### src/rtl/bvop_pkg.sv
// shared types and constants for the bootp vendor option parser
// no dependencies
package bvop_pkg;

    localparam int EXT_DEPTH_DEF = 256;
    localparam int CNT_W         = 9;

    typedef enum logic [2:0] {
        PH_IDLE,
        PH_COOKIE,
        PH_TAG,
        PH_LEN,
        PH_DATA,
        PH_DONE
    } phase_t;

    typedef enum logic [1:0] {
        ST_END   = 2'd0,
        ST_CLEAN = 2'd1,
        ST_TRUNC = 2'd2,
        ST_BAD   = 2'd3
    } status_t;

    localparam logic REQ_VENDOR   = 1'b0;
    localparam logic REQ_READ     = 1'b1;
    localparam logic KIND_SUMMARY = 1'b0;
    localparam logic KIND_READ    = 1'b1;

    localparam logic [7:0] TAG_PAD    = 8'd0;
    localparam logic [7:0] TAG_MASK   = 8'd1;
    localparam logic [7:0] TAG_ROUTER = 8'd3;
    localparam logic [7:0] TAG_EXT    = 8'd18;
    localparam logic [7:0] TAG_END    = 8'd255;

    localparam logic [1:0] COOKIE_LAST = 2'd3;

    function automatic logic [7:0] cookie_byte(input logic [1:0] pos);
        logic [7:0] b;
        case (pos)
            2'd0:    b = 8'd99;
            2'd1:    b = 8'd130;
            2'd2:    b = 8'd83;
            default: b = 8'd99;
        endcase
        return b;
    endfunction

endpackage

### src/rtl/bootp_vendor_option_parser.sv
// bootp vendor area parser: cookie check, option walk, mask/router capture
// extension text buffer; depends on bvop_pkg
// pipeline: two register stages (s1 and output); a result is registered in s1, then in the output stage
// throughput: one transaction per cycle while req_stall is low; state updates at
// acceptance and the extension buffer is a single-port-write, single-port-read memory
// reset: asynchronous, clears parse state and captures; buffer not cleared
module bootp_vendor_option_parser #(
    parameter int EXT_DEPTH = bvop_pkg::EXT_DEPTH_DEF
) (
    input  logic        clk,
    input  logic        rst_n,
    input  logic        req_valid,
    output logic        req_stall,
    input  logic        req_type,
    input  logic [7:0]  data_byte,
    input  logic        first_byte,
    input  logic        last_byte,
    input  logic [7:0]  read_index,
    output logic        res_valid,
    input  logic        res_stall,
    output logic        result_kind,
    output logic [1:0]  parse_status,
    output logic        mask_valid,
    output logic [31:0] subnet_mask,
    output logic        gateway_valid,
    output logic [31:0] gateway_addr,
    output logic [7:0]  ext_length,
    output logic [7:0]  read_data
);
    import bvop_pkg::*;

    localparam int AW   = $clog2(EXT_DEPTH);
    localparam int EXTW = $clog2(EXT_DEPTH + 1);

    // parse state
    phase_t          phase_reg, phase_next;
    logic [1:0]      cpos_reg, cpos_next;
    logic [7:0]      tag_reg, tag_next;
    logic [7:0]      left_reg, left_next;
    logic [7:0]      cnt_reg, cnt_next;
    logic [31:0]     shadow_reg, shadow_next;
    logic [31:0]     mask_reg, mask_next;
    logic [31:0]     gw_reg, gw_next;
    logic            mseen_reg, mseen_next;
    logic            gseen_reg, gseen_next;
    logic [EXTW-1:0] extc_reg, extc_next;

    // extension buffer
    logic [7:0]      ext_mem [EXT_DEPTH];
    logic [7:0]      rd_data_reg;
    logic            wr_en;
    logic [AW-1:0]   wr_addr;
    logic            rd_en;

    // first stage
    logic            s1_valid_reg;
    logic            s1_kind_reg;
    status_t         s1_status_reg;
    logic            s1_mval_reg;
    logic [31:0]     s1_mask_reg;
    logic            s1_gval_reg;
    logic [31:0]     s1_gw_reg;
    logic [7:0]      s1_elen_reg;
    logic            s1_inrange_reg;

    // output stage
    logic            res_valid_reg;
    logic            out_kind_reg;
    status_t         out_status_reg;
    logic            out_mval_reg;
    logic [31:0]     out_mask_reg;
    logic            out_gval_reg;
    logic [31:0]     out_gw_reg;
    logic [7:0]      out_elen_reg;
    logic [7:0]      out_rdata_reg;

    logic            accept;
    logic            advance;
    logic            emit;
    logic            commit;
    status_t         emit_status;
    logic            has_result;
    logic            in_range;

    assign advance   = s1_valid_reg && (!res_valid_reg || !res_stall);
    assign req_stall = s1_valid_reg && !advance;
    assign accept    = req_valid && !req_stall;
    assign rd_en     = accept && (req_type == REQ_READ);
    assign in_range  = {1'b0, read_index} < CNT_W'(extc_reg);
    assign has_result = rd_en || (accept && emit);

    always_comb
    begin
        phase_next  = phase_reg;
        cpos_next   = cpos_reg;
        tag_next    = tag_reg;
        left_next   = left_reg;
        cnt_next    = cnt_reg;
        shadow_next = shadow_reg;
        mask_next   = mask_reg;
        gw_next     = gw_reg;
        mseen_next  = mseen_reg;
        gseen_next  = gseen_reg;
        extc_next   = extc_reg;
        emit        = 1'b0;
        commit      = 1'b0;
        emit_status = ST_END;
        wr_en       = 1'b0;
        wr_addr     = cnt_reg[AW-1:0];
        if (accept && (req_type == REQ_VENDOR))
        begin
            if (first_byte)
            begin
                phase_next  = PH_COOKIE;
                cpos_next   = '0;
                tag_next    = '0;
                left_next   = '0;
                cnt_next    = '0;
                shadow_next = '0;
                mask_next   = '0;
                gw_next     = '0;
                mseen_next  = 1'b0;
                gseen_next  = 1'b0;
                extc_next   = '0;
            end
            unique case (phase_next)
                PH_COOKIE:
                begin
                    if (data_byte != cookie_byte(cpos_next))
                    begin
                        emit        = 1'b1;
                        emit_status = ST_BAD;
                    end
                    else if (cpos_next == COOKIE_LAST)
                    begin
                        cpos_next   = '0;
                        phase_next  = PH_TAG;
                        emit        = last_byte;
                        emit_status = ST_CLEAN;
                    end
                    else
                    begin
                        cpos_next   = cpos_next + 2'd1;
                        emit        = last_byte;
                        emit_status = ST_BAD;
                    end
                end
                PH_TAG:
                begin
                    if (data_byte == TAG_PAD)
                    begin
                        emit        = last_byte;
                        emit_status = ST_CLEAN;
                    end
                    else if (data_byte == TAG_END)
                    begin
                        emit        = 1'b1;
                        emit_status = ST_END;
                    end
                    else
                    begin
                        tag_next    = data_byte;
                        phase_next  = PH_LEN;
                        emit        = last_byte;
                        emit_status = ST_TRUNC;
                    end
                end
                PH_LEN:
                begin
                    left_next   = data_byte;
                    cnt_next    = '0;
                    shadow_next = '0;
                    if (tag_next == TAG_EXT)
                    begin
                        extc_next = '0;
                    end
                    if (data_byte == 8'd0)
                    begin
                        commit      = 1'b1;
                        emit        = last_byte;
                        emit_status = ST_CLEAN;
                    end
                    else
                    begin
                        phase_next  = PH_DATA;
                        emit        = last_byte;
                        emit_status = ST_TRUNC;
                    end
                end
                PH_DATA:
                begin
                    if (cnt_next < 8'd4)
                    begin
                        shadow_next = {shadow_next[23:0], data_byte};
                    end
                    if ((tag_next == TAG_EXT) && ({1'b0, cnt_next} < CNT_W'(EXT_DEPTH)))
                    begin
                        wr_en = 1'b1;
                    end
                    cnt_next  = cnt_next + 8'd1;
                    left_next = left_next - 8'd1;
                    if (left_next == 8'd0)
                    begin
                        commit      = 1'b1;
                        emit        = last_byte;
                        emit_status = ST_CLEAN;
                    end
                    else
                    begin
                        emit        = last_byte;
                        emit_status = ST_TRUNC;
                    end
                end
                default:
                begin
                end
            endcase
            if (commit)
            begin
                if ((tag_next == TAG_MASK) && (cnt_next >= 8'd4))
                begin
                    mask_next  = shadow_next;
                    mseen_next = 1'b1;
                end
                else if ((tag_next == TAG_ROUTER) && (cnt_next >= 8'd4))
                begin
                    gw_next    = shadow_next;
                    gseen_next = 1'b1;
                end
                else if (tag_next == TAG_EXT)
                begin
                    if ({1'b0, cnt_next} < CNT_W'(EXT_DEPTH))
                    begin
                        extc_next = EXTW'(cnt_next);
                    end
                    else
                    begin
                        extc_next = EXTW'(EXT_DEPTH);
                    end
                end
                phase_next = PH_TAG;
            end
            if (emit)
            begin
                phase_next = PH_DONE;
            end
        end
    end

    always_ff @(posedge clk or negedge rst_n)
    begin
        if (!rst_n)
        begin
            phase_reg  <= PH_IDLE;
            cpos_reg   <= '0;
            tag_reg    <= '0;
            left_reg   <= '0;
            cnt_reg    <= '0;
            shadow_reg <= '0;
            mask_reg   <= '0;
            gw_reg     <= '0;
            mseen_reg  <= 1'b0;
            gseen_reg  <= 1'b0;
            extc_reg   <= '0;
        end
        else
        begin
            phase_reg  <= phase_next;
            cpos_reg   <= cpos_next;
            tag_reg    <= tag_next;
            left_reg   <= left_next;
            cnt_reg    <= cnt_next;
            shadow_reg <= shadow_next;
            mask_reg   <= mask_next;
            gw_reg     <= gw_next;
            mseen_reg  <= mseen_next;
            gseen_reg  <= gseen_next;
            extc_reg   <= extc_next;
        end
    end

    always_ff @(posedge clk)
    begin
        if (wr_en)
        begin
            ext_mem[wr_addr] <= data_byte;
        end
        if (rd_en)
        begin
            rd_data_reg <= ext_mem[read_index[AW-1:0]];
        end
    end

    // stage valids
    always_ff @(posedge clk or negedge rst_n)
    begin
        if (!rst_n)
        begin
            s1_valid_reg  <= 1'b0;
            res_valid_reg <= 1'b0;
        end
        else
        begin
            if (accept)
            begin
                s1_valid_reg <= has_result;
            end
            else if (advance)
            begin
                s1_valid_reg <= 1'b0;
            end
            if (advance)
            begin
                res_valid_reg <= 1'b1;
            end
            else if (!res_stall)
            begin
                res_valid_reg <= 1'b0;
            end
        end
    end

    // stage payloads
    always_ff @(posedge clk)
    begin
        if (accept && has_result)
        begin
            if (req_type == REQ_READ)
            begin
                s1_kind_reg    <= KIND_READ;
                s1_status_reg  <= ST_END;
                s1_mval_reg    <= 1'b0;
                s1_mask_reg    <= '0;
                s1_gval_reg    <= 1'b0;
                s1_gw_reg      <= '0;
                s1_elen_reg    <= 8'(extc_reg);
                s1_inrange_reg <= in_range;
            end
            else
            begin
                s1_kind_reg    <= KIND_SUMMARY;
                s1_status_reg  <= emit_status;
                s1_mval_reg    <= mseen_next;
                s1_mask_reg    <= mask_next;
                s1_gval_reg    <= gseen_next;
                s1_gw_reg      <= gw_next;
                s1_elen_reg    <= 8'(extc_next);
                s1_inrange_reg <= 1'b0;
            end
        end
        if (advance)
        begin
            out_kind_reg   <= s1_kind_reg;
            out_status_reg <= s1_status_reg;
            out_mval_reg   <= s1_mval_reg;
            out_mask_reg   <= s1_mask_reg;
            out_gval_reg   <= s1_gval_reg;
            out_gw_reg     <= s1_gw_reg;
            out_elen_reg   <= s1_elen_reg;
            out_rdata_reg  <= s1_inrange_reg ? rd_data_reg : 8'd0;
        end
    end

    assign res_valid     = res_valid_reg;
    assign result_kind   = out_kind_reg;
    assign parse_status  = out_status_reg;
    assign mask_valid    = out_mval_reg;
    assign subnet_mask   = out_mask_reg;
    assign gateway_valid = out_gval_reg;
    assign gateway_addr  = out_gw_reg;
    assign ext_length    = out_elen_reg;
    assign read_data     = out_rdata_reg;

endmodule
### config.mk
export PLATFORM = sky130hd
export DESIGN_NAME = bootp_vendor_option_parser
export DESIGN_NICKNAME = d
export VERILOG_FILES = /design/src/rtl/bvop_pkg.sv /design/src/rtl/bootp_vendor_option_parser.sv
export SDC_FILE = /design/constraint.sdc
export NUM_CORES = 2
export LEC_CHECK = 0
export ABC_AREA = 1
export BUFFER_PORTS_ARGS = -buffer_cell sky130_fd_sc_hd__buf_2
export CAP_MARGIN = 20
export CORE_ASPECT_RATIO = 0.6
export CORE_MARGIN = 1
export CORE_UTILIZATION = 25
export CTS_CLUSTER_DIAMETER = 30
export CTS_CLUSTER_SIZE = 25
export DETAILED_ROUTE_END_ITERATION = 12
export SYNTH_ARGS = -nofsm -noshare
export SYNTH_HDL_FRONTEND = slang
export SYNTH_SLANG_ARGS = --single-unit
### constraint.sdc
create_clock -name clk -period 7.7 [get_ports clk]
set_clock_uncertainty 0.05 [all_clocks]
set_input_delay 1.54 -clock clk [delete_from_list [all_inputs] [get_ports clk]]
set_output_delay 1.54 -clock clk [all_outputs]
set_load 0.01 [all_outputs]
==> qor.csv <==
metric;value;unit
Starting Density;25.1;%
Hold Slack;0.344;ns
die extent in y;480;um
count of port buffers added during placement;109;
H-tree depth;5;
slew margin rel.;28.4;%
largest net degree at the start of global routing;213;
# nets final;7854;
Antenna Nets Post-Route;0;
Synth Register Bits;2357;
Largest Register;ext_mem;
syn_nets;7919;
1st-pass router iterations;7;
layout cell share with drive strength beyond 1;9.17;%
Synth Instances;7883;
reg2reg start;cnt_reg[7];
Die W;798;um
total grt overflow;0;
P_sw;7.65;mW
Largest register FFs;2048;
top layer in use;met5;
Setup TNS Final;0;ns
DP HPWL;164000;um
Achievable Freq;206;MHz
crit-path max FO;44;
worst setup path end;ext_mem[91][3];
Power Dens Cells;269;mW/mm^2
DP Cell Count;12600;
status;finished, final reports clean;
Clock Tree Buf Depth;4;
P_leak;36.1;nW
placed cell area;0.101;mm^2
core footprint;0.379;mm^2
CP Capture Type;register;
most frequent cells in the layout;edfxtp_1, nor2_1, o21ai_0, nand2_1, nand3_1;
CP startpoint kind;input port;
cell taking the most area after synthesis;edfxtp_1;
vias in the first global route;59400;
Synth Warn #;0;
number of DRC markers in iteration 0;9050;
worst path required time;8.11;ns
routed wire length;285000;um
Post-synth EDFFs;2219;
first-pass GRT wire length;414000;um
Critical R2R Capture;s1_gw_reg[24];
unrepaired setup endpoints after global routing;no;
initial antenna violation count;9;
TritonCTS clock tree;built;
maxcap violations;0;
metal2 WL;109000;um
r2r worst-path depth;13;
final slew viol count;0;
Clock Sinks;2357;
Final period util;62.9;%
Layout Cells excl Fill;13100;
total power;29.6;mW
post-cts resize count;0;
Num CTS Buffers;266;
Die ar.;0.383;mm^2
actual slew at the worst max-slew pin;1.07;ns
Hold-fix buffers, CTS;0;
kind of critical path;input port to register;
Ports;110;
GRT Util Overall;14.2;%
Layout fillers;38200;
internal power;22.0;mW
Hold Path Class;register to register;
commonest non-fill, non-tap cell in the layout;edfxtp_1;
Hold Violations, Final;0;
sequential share of power;48.4;%
CP startpoint;first_byte;
syn avg cell area;12.1;um^2
setup slack, reg-to-reg;3.64;ns
clock-pin slew on the worst setup and hold paths;0.06;ns
Synth top area share;70.0;%
switch share;25.8;%
Setup Viol. Count Final;0;
DRC;0;
metal3 WL;41400;um
synth unique cells;45;
Synth area leaders;edfxtp_1, o21ai_0, nor2_1, dfrtp_1, o22ai_1;
Rows;175;
Arr. time, crit path;5.25;ns
design area;0.110;mm^2
RD Place Congestion;0.870;
Routed wire per std cell;21.8;um
crit path time final;4.84;ns
via count of the routed design;64300;
clk_lat worst skew;0.84;ns
layout overhead on the synthesized area;15.7;%
sequential area share after synthesis;73.7;%
Post-Syn Area;0.0951;mm^2
Clk pwr share;44.1;%
dominant synthesized flop cell;edfxtp_1;
number of vias per cell;4.92;
Setup Fix Bufs, Post-CTS;0;
worst IR drop on VDD;0.189;mV
asr flop ratio synth;5.85;%
Comb power frac;7.5;%
root buffer selected by CTS;clkbuf_16;
met1 wire length;129000;um
-- area by class of cell --
cell class,count,area [um^2],area share (%)
inverters,209,810,0.735
clock inverters,189,2120,1.93
flip-flops and latches,2357,70100,63.7
repair buffers,228,1840,1.67
clock buffers,284,6810,6.19
diodes,1,2.50,0.00227
well taps,5044,6310,5.73
multi-input cells,4756,22100,20.1
-- layer usage --
metal	track usage [%]	vias to the layer above
li1	-	28500
met1	22.3	31700
met2	18.1	3745
met3	5.65	331
met4	2.67	6
met5	0	-
-- cell families (layout without fill, tap and decap cells) --
family | count (synthesis) | in the layout | share of synthesized area [%]
and+or+nand+nor | 3019 | 3019 | 13.1
xor gates and xnor gates | 1 | 1 | 0.00921
adders and majority gates | 13 | 13 | 0.171
buffers and inverters | 770 | 910 | 3.18
DFF | 2357 | 2357 | 73.7
AOI/OAI and AO/OA | 1723 | 1723 | 9.90
other | 0 | 1 | 0
-- worst min path at each step --
stage	startpoint	endpoint	slack, ns	cells after the start
6_report	s1_gw_reg[5]	gateway_addr[5]	0.34	0
5_1_grt	s1_mask_reg[19]	subnet_mask[19]	0.37	0
4_1_cts	s1_gw_reg[5]	gateway_addr[5]	0.35	0
3_5_place_dp	s1_gw_reg[24]	gateway_addr[24]	0.35	0
3_3_place_gp	s1_mask_reg[22]	subnet_mask[22]	0.35	0
2_1_floorplan	s1_elen_reg[0]	ext_length[0]	0.35	0
-- power groups by stage --
stage	Combinational, mW	Clock [mW]	Sequential [mW]
global route	2.39	13.7	14.4
detailed placement	2.15	0	14.6
CTS	2.16	13.2	14.4
floorplan	1.12	0	14.7
finish	2.21	13.1	14.4
global placement	2.15	0	14.6
-- through the flow --
| stage | util (%) | worst slack (ns) |
|---|---|---|
| 6_report | 29.1 | 2.86 |
| 5_1_grt | 29.1 | 2.77 |
| 4_1_cts | 29.1 | 3.03 |
| 3_5_place_dp | 26.7 | 2.12 |
| 3_3_place_gp | 26.7 | 2.28 |
| 2_1_floorplan | - | 1.42 |
-- cells in the mapped netlist, types with 2 or more instances --
library cell,number
a2bb2oi_1,2
o21bai_1,3
buf_1,81
a21oi_1,61
clkbuf_1,408
o22ai_1,528
and2_1,8
inv_1,198
clkinv_1,2
nor3_2,4
edfxtp_1,2219
nor3_1,3
buf_4,12
dfrtp_1,138
nor2_2,3
o211ai_2,3
nand3_2,2
nor2_1,1413
ha_1,13
o21ai_2,7
inv_2,9
o21ai_0,1093
o21ai_1,5
a22oi_1,6
a221oi_1,5
nor2_4,4
nand2_2,6
nand4_1,73
buf_6,2
a31oi_1,2
a21boi_0,2
nand3_1,621
nand2_1,878
buf_2,58
-- critical path: stages --
cell and delay, ns:
buf_2 0.12, buf_4 0.30, nor2_4 0.22, nand3_2 0.30
inv_2 0.33, nand3_1 0.33, nor3_2 0.56, nand2_1 0.67
nor2_1 0.83
No activity file was read; power rests on OpenSTA's default activity.
